<file path="config.mk">
export PLATFORM = sky130hd
export DESIGN_NAME = triangle_tangent_bitangent
export DESIGN_NICKNAME = d
export VERILOG_FILES = /design/src/rtl/ttb_pkg.sv /design/src/rtl/ttb_mul.sv /design/src/rtl/ttb_div.sv /design/src/rtl/triangle_tangent_bitangent.sv
export SDC_FILE = /design/constraint.sdc
export NUM_CORES = 2
export LEC_CHECK = 0
export ABC_AREA = 1
export BUFFER_PORTS_ARGS = -buffer_cell sky130_fd_sc_hd__buf_2
export CAP_MARGIN = 40
export CORE_UTILIZATION = 58
export CTS_CLUSTER_DIAMETER = 150
export DETAILED_ROUTE_END_ITERATION = 6
export PLACE_DENSITY = 0.78
export SETUP_SLACK_MARGIN = 0.2
export SLEW_MARGIN = 10
export SYNTH_ARGS = -nofsm -noshare
export SYNTH_HDL_FRONTEND = slang
export SYNTH_HIERARCHICAL = 1
export SYNTH_SLANG_ARGS = --single-unit
</file>
<file path="constraint.sdc">
create_clock -name clk_i -period 9.2 [get_ports clk_i]
set_input_delay 0.92 -clock clk_i [delete_from_list [all_inputs] [get_ports clk_i]]
set_output_delay 0.92 -clock clk_i [all_outputs]
set_load 0.03 [all_outputs]
</file>
<file path="src/rtl/ttb_pkg.sv">
package ttb_pkg;

  // Field widths
  localparam int POS_W   = 24;          // signed position, Q7.16
  localparam int UV_W    = 16;          // unsigned texcoord, Q1.15
  localparam int UV_FRAC = UV_W - 1;

  // Datapath widths
  localparam int DP_W   = POS_W + 1;     // position delta
  localparam int DUV_W  = UV_W + 1;      // texcoord delta
  localparam int PROD_W = DP_W + DUV_W;  // one cross term
  localparam int NUM_W  = PROD_W + 1;    // difference of two cross terms
  localparam int DET_W  = 2 * DUV_W + 1; // UV determinant
  localparam int Q_W    = POS_W + 1;     // quotient bits kept by the divider
  localparam int DIV_SH = UV_FRAC + 1;   // numerator pre-shift, one extra bit for rounding

  localparam int N_COMP = 6;

  // Stream widths
  localparam int S_TDATA_W = ((3 * POS_W + 2 * UV_W + 7) / 8) * 8;
  localparam int S_TUSER_W = 2;
  localparam int M_TDATA_W = ((N_COMP * POS_W + 7) / 8) * 8;
  localparam int M_TUSER_W = 1;

  // Corner codes
  localparam logic [S_TUSER_W-1:0] CORNER_0 = 2'd0;
  localparam logic [S_TUSER_W-1:0] CORNER_1 = 2'd1;
  localparam logic [S_TUSER_W-1:0] CORNER_2 = 2'd2;

  typedef struct packed {
    logic                    start;
    logic signed [NUM_W-1:0] num;
    logic signed [DET_W-1:0] den;
  } div_req_t;

  typedef struct packed {
    logic             done;
    logic [POS_W-1:0] quo;
  } div_rsp_t;

endpackage

</file>
<file path="src/rtl/ttb_mul.sv">
// Shared signed multiplier, product registered.
module ttb_mul (
  input  logic                              clk_i,
  input  logic signed [ttb_pkg::DP_W-1:0]   a_i,
  input  logic signed [ttb_pkg::DUV_W-1:0]  b_i,
  output logic signed [ttb_pkg::PROD_W-1:0] p_o
);

  logic signed [ttb_pkg::PROD_W-1:0] p_q;

  always_ff @(posedge clk_i) begin
    p_q <= a_i * b_i;
  end

  assign p_o = p_q;

endmodule

</file>
<file path="src/rtl/ttb_div.sv">
// Restoring divider: round(num * 2^DIV_SH / den / 2), ties away from zero,
// clamped to POS_W signed. One quotient bit per cycle. den must be nonzero.
module ttb_div (
  input  logic              clk_i,
  input  logic              rst_ni,
  input  ttb_pkg::div_req_t req_i,
  output ttb_pkg::div_rsp_t rsp_o
);

  localparam int AN_W  = ttb_pkg::NUM_W;
  localparam int ADW   = ttb_pkg::DET_W;
  localparam int QW    = ttb_pkg::Q_W;
  localparam int SH    = ttb_pkg::DIV_SH;
  localparam int PW    = ttb_pkg::POS_W;
  localparam int D_W   = AN_W + SH;
  localparam int CMP_W = (D_W > ADW + QW) ? D_W : ADW + QW;
  localparam int CW    = $clog2(QW + 1);

  localparam logic [QW-1:0] MAXV   = {{(QW - PW + 1){1'b0}}, {(PW - 1){1'b1}}};
  localparam logic [QW-1:0] MINMAG = MAXV + 1'b1;
  localparam logic [PW-1:0] SAT_POS = {1'b0, {(PW - 1){1'b1}}};
  localparam logic [PW-1:0] SAT_NEG = {1'b1, {(PW - 1){1'b0}}};

  localparam logic [1:0] D_IDLE = 2'd0;
  localparam logic [1:0] D_CHK  = 2'd1;
  localparam logic [1:0] D_RUN  = 2'd2;
  localparam logic [1:0] D_FIN  = 2'd3;

  logic [1:0]      st_q, st_d;
  logic [CW-1:0]   cnt_q;
  logic            done_q;
  logic            neg_q, ovf_q;
  logic [AN_W-1:0] an_q;
  logic [ADW-1:0]  ad_q;
  logic [ADW-1:0]  r_q;
  logic [QW-1:0]   sh_q, q_q;
  logic [PW-1:0]   quo_q;

  logic [AN_W-1:0]  num_u, an_abs;
  logic [ADW-1:0]   den_u, ad_abs;
  logic [CMP_W-1:0] dext, dcmp;
  logic             ovf;
  logic [ADW:0]     r2, diff;
  logic             ge;
  logic [QW:0]      rnd;
  logic [QW-1:0]    mag;
  logic [PW-1:0]    quo_d;

  always_comb begin
    num_u  = req_i.num;
    den_u  = req_i.den;
    an_abs = num_u[AN_W-1] ? (~num_u + 1'b1) : num_u;
    ad_abs = den_u[ADW-1] ? (~den_u + 1'b1) : den_u;
    dext   = CMP_W'({an_q, {SH{1'b0}}});
    dcmp   = CMP_W'({ad_q, {QW{1'b0}}});
    ovf    = dext >= dcmp;
    r2     = {r_q, sh_q[QW-1]};
    diff   = r2 - {1'b0, ad_q};
    ge     = r2 >= {1'b0, ad_q};
    rnd    = {1'b0, q_q} + 1'b1;
    mag    = rnd[QW:1];
    if (neg_q) begin
      quo_d = (ovf_q || (mag > MINMAG)) ? SAT_NEG : (~mag[PW-1:0] + 1'b1);
    end else begin
      quo_d = (ovf_q || (mag > MAXV)) ? SAT_POS : mag[PW-1:0];
    end
    st_d = st_q;
    case (st_q)
      D_IDLE:  if (req_i.start) st_d = D_CHK;
      D_CHK:   st_d = ovf ? D_FIN : D_RUN;
      D_RUN:   if (cnt_q == CW'(1)) st_d = D_FIN;
      D_FIN:   st_d = D_IDLE;
      default: st_d = D_IDLE;
    endcase
  end

  always_ff @(posedge clk_i or negedge rst_ni) begin
    if (!rst_ni) begin
      st_q   <= D_IDLE;
      done_q <= 1'b0;
      cnt_q  <= '0;
    end else begin
      st_q   <= st_d;
      done_q <= (st_q == D_FIN);
      if (st_q == D_CHK) begin
        cnt_q <= CW'(QW);
      end else if (st_q == D_RUN) begin
        cnt_q <= cnt_q - 1'b1;
      end
    end
  end

  always_ff @(posedge clk_i) begin
    case (st_q)
      D_IDLE: begin
        if (req_i.start) begin
          an_q  <= an_abs;
          ad_q  <= ad_abs;
          neg_q <= num_u[AN_W-1] ^ den_u[ADW-1];
        end
      end
      D_CHK: begin
        ovf_q <= ovf;
        r_q   <= dext[QW +: ADW];
        sh_q  <= dext[QW-1:0];
        q_q   <= '0;
      end
      D_RUN: begin
        r_q  <= ge ? diff[ADW-1:0] : r2[ADW-1:0];
        q_q  <= {q_q[QW-2:0], ge};
        sh_q <= {sh_q[QW-2:0], 1'b0};
      end
      D_FIN: begin
        quo_q <= quo_d;
      end
      default: begin
      end
    endcase
  end

  assign rsp_o.done = done_q;
  assign rsp_o.quo  = quo_q;

endmodule

</file>
<file path="src/rtl/triangle_tangent_bitangent.sv">
// Channel  Dir  Handshake               tdata (low bit up)                 tuser
// s_axis   in   tvalid/tready           pos_x, pos_y, pos_z, tex_u, tex_v  corner
// m_axis   out  tvalid/tready           tangent_x/y/z, bitangent_x/y/z     degenerate
//
// Corners 0 and 1 are stored, the unused code 3 is ignored; neither drops tready.
// Corner 2 holds tready low until its result enters the output register, also through
// any output stall: the determinant, then per component states S_MUL0 to S_MUL2 and
// a divide (check, 25 quotient bits, round, done; bits skipped if the check saturates).
// A zero determinant skips the divides. Reset zeroes corners 0 and 1, empties the output
// register. A stalled result waits there; the next triangle is still taken.
module triangle_tangent_bitangent (
  input  logic                               clk_i,
  input  logic                               rst_ni,
  input  logic                               s_axis_tvalid_i,
  output logic                               s_axis_tready_o,
  // pos_x, pos_y, pos_z, tex_u, tex_v
  input  logic [ttb_pkg::S_TDATA_W-1:0]      s_axis_tdata_i,
  // corner
  input  logic [ttb_pkg::S_TUSER_W-1:0]      s_axis_tuser_i,
  output logic                               m_axis_tvalid_o,
  input  logic                               m_axis_tready_i,
  // tangent_x, tangent_y, tangent_z, bitangent_x, bitangent_y, bitangent_z
  output logic [ttb_pkg::M_TDATA_W-1:0]      m_axis_tdata_o,
  // degenerate
  output logic [ttb_pkg::M_TUSER_W-1:0]      m_axis_tuser_o
);

  localparam int PW   = ttb_pkg::POS_W;
  localparam int UW   = ttb_pkg::UV_W;
  localparam int DPW  = ttb_pkg::DP_W;
  localparam int DUW  = ttb_pkg::DUV_W;
  localparam int PRW  = ttb_pkg::PROD_W;
  localparam int NW   = ttb_pkg::NUM_W;
  localparam int DTW  = ttb_pkg::DET_W;
  localparam int NC   = ttb_pkg::N_COMP;

  // sequencer
  localparam logic [2:0] S_IDLE = 3'd0;
  localparam logic [2:0] S_MUL0 = 3'd1;  // issue first cross term
  localparam logic [2:0] S_MUL1 = 3'd2;  // issue second, latch first
  localparam logic [2:0] S_MUL2 = 3'd3;  // difference ready
  localparam logic [2:0] S_DIV  = 3'd4;
  localparam logic [2:0] S_OUT  = 3'd5;

  logic [2:0] state_q, state_d;
  logic       det_stage_q;
  logic [2:0] comp_q;
  logic       deg_q;

  // stored corners; corner 2 is held only for the computation
  logic [PW-1:0] p0_q [3];
  logic [PW-1:0] p1_q [3];
  logic [PW-1:0] p2_q [3];
  logic [UW-1:0] t0_q [2];
  logic [UW-1:0] t1_q [2];
  logic [UW-1:0] t2_q [2];

  logic signed [PRW-1:0] acc_q;
  logic signed [DTW-1:0] det_q;
  logic [PW-1:0]         res_q [NC];

  logic                            m_valid_q;
  logic [ttb_pkg::M_TDATA_W-1:0]   m_data_q;
  logic                            m_deg_q;

  logic s_acc;
  logic out_free;

  logic [PW-1:0] in_pos [3];
  logic [UW-1:0] in_tex [2];

  logic [1:0]            axis;
  logic                  bitan;
  logic [PW-1:0]         p0_s, p1_s, p2_s;
  logic signed [DPW-1:0] dp1, dp2;
  logic signed [DUW-1:0] du1, dv1, du2, dv2;
  logic signed [DPW-1:0] mul_a;
  logic signed [DUW-1:0] mul_b;
  logic signed [PRW-1:0] mul_p;
  logic signed [NW-1:0]  num;
  logic                  ph1;

  ttb_pkg::div_req_t div_req;
  ttb_pkg::div_rsp_t div_rsp;

  assign s_axis_tready_o = (state_q == S_IDLE);
  assign s_acc           = s_axis_tvalid_i && s_axis_tready_o;
  assign out_free        = !m_valid_q || m_axis_tready_i;

  assign in_pos[0] = s_axis_tdata_i[0 +: PW];
  assign in_pos[1] = s_axis_tdata_i[PW +: PW];
  assign in_pos[2] = s_axis_tdata_i[2*PW +: PW];
  assign in_tex[0] = s_axis_tdata_i[3*PW +: UW];
  assign in_tex[1] = s_axis_tdata_i[3*PW+UW +: UW];

  // component order: tangent x/y/z, then bitangent x/y/z
  always_comb begin
    case (comp_q)
      3'd0:    begin axis = 2'd0; bitan = 1'b0; end
      3'd1:    begin axis = 2'd1; bitan = 1'b0; end
      3'd2:    begin axis = 2'd2; bitan = 1'b0; end
      3'd3:    begin axis = 2'd0; bitan = 1'b1; end
      3'd4:    begin axis = 2'd1; bitan = 1'b1; end
      3'd5:    begin axis = 2'd2; bitan = 1'b1; end
      default: begin axis = 2'd0; bitan = 1'b0; end
    endcase
    case (axis)
      2'd0:    begin p0_s = p0_q[0]; p1_s = p1_q[0]; p2_s = p2_q[0]; end
      2'd1:    begin p0_s = p0_q[1]; p1_s = p1_q[1]; p2_s = p2_q[1]; end
      default: begin p0_s = p0_q[2]; p1_s = p1_q[2]; p2_s = p2_q[2]; end
    endcase
  end

  // edge deltas
  assign dp1 = {p1_s[PW-1], p1_s} - {p0_s[PW-1], p0_s};
  assign dp2 = {p2_s[PW-1], p2_s} - {p0_s[PW-1], p0_s};
  assign du1 = {1'b0, t1_q[0]} - {1'b0, t0_q[0]};
  assign dv1 = {1'b0, t1_q[1]} - {1'b0, t0_q[1]};
  assign du2 = {1'b0, t2_q[0]} - {1'b0, t0_q[0]};
  assign dv2 = {1'b0, t2_q[1]} - {1'b0, t0_q[1]};

  // operand select: term A in S_MUL0, term B in S_MUL1, result = A - B
  //   det:       du1*dv2 - dv1*du2
  //   tangent:   dp1*dv2 - dp2*dv1
  //   bitangent: dp2*du1 - dp1*du2
  assign ph1 = (state_q == S_MUL1);

  always_comb begin
    if (det_stage_q) begin
      mul_a = ph1 ? {{(DPW - DUW){dv1[DUW-1]}}, dv1} : {{(DPW - DUW){du1[DUW-1]}}, du1};
      mul_b = ph1 ? du2 : dv2;
    end else if (!bitan) begin
      mul_a = ph1 ? dp2 : dp1;
      mul_b = ph1 ? dv1 : dv2;
    end else begin
      mul_a = ph1 ? dp1 : dp2;
      mul_b = ph1 ? du2 : du1;
    end
  end

  ttb_mul u_mul (
    .clk_i (clk_i),
    .a_i   (mul_a),
    .b_i   (mul_b),
    .p_o   (mul_p)
  );

  assign num = {acc_q[PRW-1], acc_q} - {mul_p[PRW-1], mul_p};

  assign div_req.start = (state_q == S_MUL2) && !det_stage_q;
  assign div_req.num   = num;
  assign div_req.den   = det_q;

  ttb_div u_div (
    .clk_i  (clk_i),
    .rst_ni (rst_ni),
    .req_i  (div_req),
    .rsp_o  (div_rsp)
  );

  always_comb begin
    state_d = state_q;
    case (state_q)
      S_IDLE: begin
        if (s_acc && (s_axis_tuser_i == ttb_pkg::CORNER_2)) state_d = S_MUL0;
      end
      S_MUL0: state_d = S_MUL1;
      S_MUL1: state_d = S_MUL2;
      S_MUL2: begin
        if (!det_stage_q) begin
          state_d = S_DIV;
        end else if (num[DTW-1:0] == '0) begin
          state_d = S_OUT;
        end else begin
          state_d = S_MUL0;
        end
      end
      S_DIV: begin
        if (div_rsp.done) state_d = (comp_q == 3'(NC - 1)) ? S_OUT : S_MUL0;
      end
      S_OUT: begin
        if (out_free) state_d = S_IDLE;
      end
      default: state_d = S_IDLE;
    endcase
  end

  // control and corner store
  always_ff @(posedge clk_i or negedge rst_ni) begin
    if (!rst_ni) begin
      state_q     <= S_IDLE;
      det_stage_q <= 1'b0;
      comp_q      <= '0;
      deg_q       <= 1'b0;
      m_valid_q   <= 1'b0;
      for (int i = 0; i < 3; i++) begin
        p0_q[i] <= '0;
        p1_q[i] <= '0;
      end
      for (int i = 0; i < 2; i++) begin
        t0_q[i] <= '0;
        t1_q[i] <= '0;
      end
    end else begin
      state_q <= state_d;
      if (s_acc && (s_axis_tuser_i == ttb_pkg::CORNER_0)) begin
        p0_q <= in_pos;
        t0_q <= in_tex;
      end
      if (s_acc && (s_axis_tuser_i == ttb_pkg::CORNER_1)) begin
        p1_q <= in_pos;
        t1_q <= in_tex;
      end
      if (s_acc && (s_axis_tuser_i == ttb_pkg::CORNER_2)) begin
        det_stage_q <= 1'b1;
        comp_q      <= '0;
      end
      if ((state_q == S_MUL2) && det_stage_q) begin
        det_stage_q <= 1'b0;
        deg_q       <= (num[DTW-1:0] == '0);
      end
      if ((state_q == S_DIV) && div_rsp.done) begin
        comp_q <= comp_q + 1'b1;
      end
      if ((state_q == S_OUT) && out_free) begin
        m_valid_q <= 1'b1;
      end else if (m_axis_tready_i) begin
        m_valid_q <= 1'b0;
      end
    end
  end

  // datapath registers
  always_ff @(posedge clk_i) begin
    if (s_acc && (s_axis_tuser_i == ttb_pkg::CORNER_2)) begin
      p2_q <= in_pos;
      t2_q <= in_tex;
    end
    if (state_q == S_MUL1) begin
      acc_q <= mul_p;
    end
    if ((state_q == S_MUL2) && det_stage_q) begin
      det_q <= num[DTW-1:0];
    end
    if ((state_q == S_DIV) && div_rsp.done) begin
      res_q[comp_q] <= div_rsp.quo;
    end
    if ((state_q == S_OUT) && out_free) begin
      m_deg_q  <= deg_q;
      m_data_q <= deg_q ? '0 :
                  ttb_pkg::M_TDATA_W'({res_q[5], res_q[4], res_q[3],
                                       res_q[2], res_q[1], res_q[0]});
    end
  end

  assign m_axis_tvalid_o = m_valid_q;
  assign m_axis_tdata_o  = m_data_q;
  assign m_axis_tuser_o  = m_deg_q;

endmodule

</file>
==> results.json <==
{
  "critPathLaunchType": "flop",
  "clock_sinks": 910,
  "synth_cell_type_count": 66,
  "synth_compound_area_share_pct": 8.30,
  "drv_cap": 0,
  "netlist_area_sq_um": 66500,
  "yosys.area_share.simple_pct": 21.1,
  "synthAdderAreaFrac_pct": 19.1,
  "finalHoldViolations": 0,
  "final_core_util_pct": 66.0,
  "critPathKind": "reg -> reg",
  "core_sq_um": 113000,
  "hold_buffers": 0,
  "clock_skew_ns": 0.0750,
  "relSlewSlack_pct": 35.9,
  "fin_ws_ns": 0.408,
  "worstPathRequired_ns": 9.76,
  "cp-startpoint": "comp_q[0]",
  "cts_made_buffers": 94,
  "die_h_um": 341,
  "end_kind": "flop",
  "die_w_um": 341,
  "fmax_ghz": 0.114,
  "antenna_found_initial": 7,
  "synth-edff-count": 643,
  "globalplace.congestion": 1.02,
  "wl_per_cell_um": 18.3,
  "reg2reg_depth": 38,
  "hpwlAfterDp_mm": 138,
  "io_buffers": 256,
  "initial_core_util_pct": 58.8,
  "postRouteAntennaNets": 0,
  "drt_iter0_drc": 5117,
  "period_share_pct": 95.6,
  "placed_cell_area_sq_um": 70100,
  "firstDrtPassIters": 7,
  "h-tree-depth": 3,
  "r2r_start": "comp_q[0]",
  "grt_max_degree": 151,
  "synth_top_family_by_area": "simple AND/OR/NAND/NOR gates",
  "synth_warnings": 6,
  "wirelength_mm": 181,
  "critPathMaxStageDelay_ns": 0.55,
  "synthCells": 8032,
  "synthMuxAreaShare_pct": 0,
  "grt_pass1_vias": 54000,
  "worst-path-max-fanout": 8,
  "cts_tree": "built",
  "clk_latency_ns": 0.73,
  "cp_slowest_cell": "fa_1",
  "syn_area_per_cell_sq_um": 8.28,
  "outcome": "finished, final reports clean",
  "place_ws_ns": 0.00926,
  "die_area_sq_um": 116000,
  "arrival_ns": 9.35,
  "finalSetupTns_ns": 0,
  "tightest_slew_ns": 0.961,
  "synthFlopType": "edfxtp_1",
  "drive_gt1_share_pct": 11.0,
  "clockBufferDepth": 3,
  "final-setup-viol-count": 0,
  "async_flop_share_pct": 24.7,
  "syn_to_final_growth_pct": 12.2,
  "slew_viol_final": 0,
  "clk_pin_slew_ns": 0.07,
  "num_io_pins": 257,
  "viasPerCell": 5.52,
  "grt_first_pass_wirelength_mm": 285,
  "drc": 0,
  "grt-ovfl-total": 0,
  "cp_common_cell": "fa_1",
  "num_rows": 123,
  "synthXorXnorAreaFrac_pct": 2.07,
  "clock_tree.root_cell": "clkbuf_16",
  "vias": 54500,
  "grtUsageTotal_pct": 31.1,
  "ys_seq_elements": 910,
  "rsz0062_at_grt": "true",
  "syn_nets": 8905,
  "fin_nets": 9165,
  "post-route-min-period_ns": 8.79,
  "ys_seq_area_share_pct": 38.8,
  "worstHoldPathType": "in -> async",
  "fin_area_sq_um": 74600
}
## logic make-up after synthesis
logic type      count (synthesis)
compound gates                991
buf+inv                      1859
simple gates                 3353
fa+ha+maj                     763
flops                         910
xor+xnor                      156
## layout make-up
cell class                 count  area, sq um
inverter                    1621         6100
multi-input combinational   5263        34600
clock inverter                59          860
timing repair buffer         402         2910
sequential                   910        25800
clock buffer                 118         2470
tap                         1500         1880
antenna                        5         12.5
fill                        9238        38500
## cells in the final DEF, fill, tap and decap left out, types with 256 or more instances in the layout
cell	Yosys	layout
o21ai_0	402	398
buf_2	12	256
inv_1	1596	1590
nand3_1	339	336
edfxtp_1	643	643
a21oi_1	328	291
ha_1	339	306
nand2_1	2011	1974
nor2_1	667	638
fa_1	424	420
## path summary, 6_finish.rpt
check | endpoint | slack, ns
max | u_mul/p_o[26] | 0.41
min | t0_q[11] | 0.22
max reg2reg | u_mul/p_o[26] | 0.41
min reg2reg | acc_q[26] | 0.43
max in group asynchronous | deg_q | 7.57
min in group clk_i | p2_q[26] | 0.38
## registers in the layout (all words and copies together) (netlist names), 35 cells and up
register and flops:
det_q 35, u_mul/p_o 42, p0_q 72, res_q 144, u_div/ad_q 35, m_axis_tdata_o 144, u_div/an_q 43, p2_q 72
u_div/r_q 35, p1_q 72, acc_q 42
## cells in the mapped netlist (28+ instances only)
cell type / number / share of area, %
inv_1: 1596 / 9.0
o21ai_1: 28 / 0.21
a21oi_1: 328 / 2.5
ha_1: 339 / 6.4
o21ai_0: 402 / 3.0
o22ai_1: 64 / 0.60
nor3_1: 71 / 0.53
dfrtp_1: 225 / 8.5
nor2_1: 667 / 3.8
clkbuf_1: 214 / 1.2
nand4_1: 68 / 0.64
nand3b_1: 36 / 0.41
xor2_1: 93 / 1.2
fa_1: 424 / 13
xnor2_1: 62 / 0.82
dfxtp_1: 42 / 1.3
nand2_1: 2011 / 11
edfxtp_1: 643 / 29
nand3_1: 339 / 2.6
nand2_2: 46 / 0.43
o21bai_1: 31 / 0.35
## layer usage
metal	GRT usage, %	wire length, um	part of all wire [%]
met1	41.1	73500	41
met3	4.08	13600	7.5
met5	0	34	0.019
met4	11.5	6980	3.9
met2	52.6	86900	48
## per-stage QoR
step,hold WS [ns],std cells
6_report,0.219,9878
5_1_grt,0.245,9875
4_1_cts,0.214,9848
3_5_place_dp,0.419,9670
3_3_place_gp,0.417,9656
2_1_floorplan,0.408,8032
## what timing repair did
item / 4_1_cts / 5_1_grt
endpoints found under the setup margin: 12 / 28
gates cloned: 1 / 3
buffers inserted: 0 / 22
resized for setup: 25 / 204
pin swaps: 3 / 35
## worst max-delay path, delay by kind of cell (launching register included)
family / cells / cell delay, ns
AO/OA/AOI/OAI: 9 / 1.84
buffers and inverters: 11 / 1.12
XOR/XNOR: 1 / 0.24
AND/OR/NAND/NOR: 8 / 1.11
flip-flops: 1 / 0.45
adder cells (fa/ha/maj): 9 / 3.84
Power is left out: the tool's default activity adds up to more than one toggle a clock period on the data nets, which glitch-free logic cannot reach.
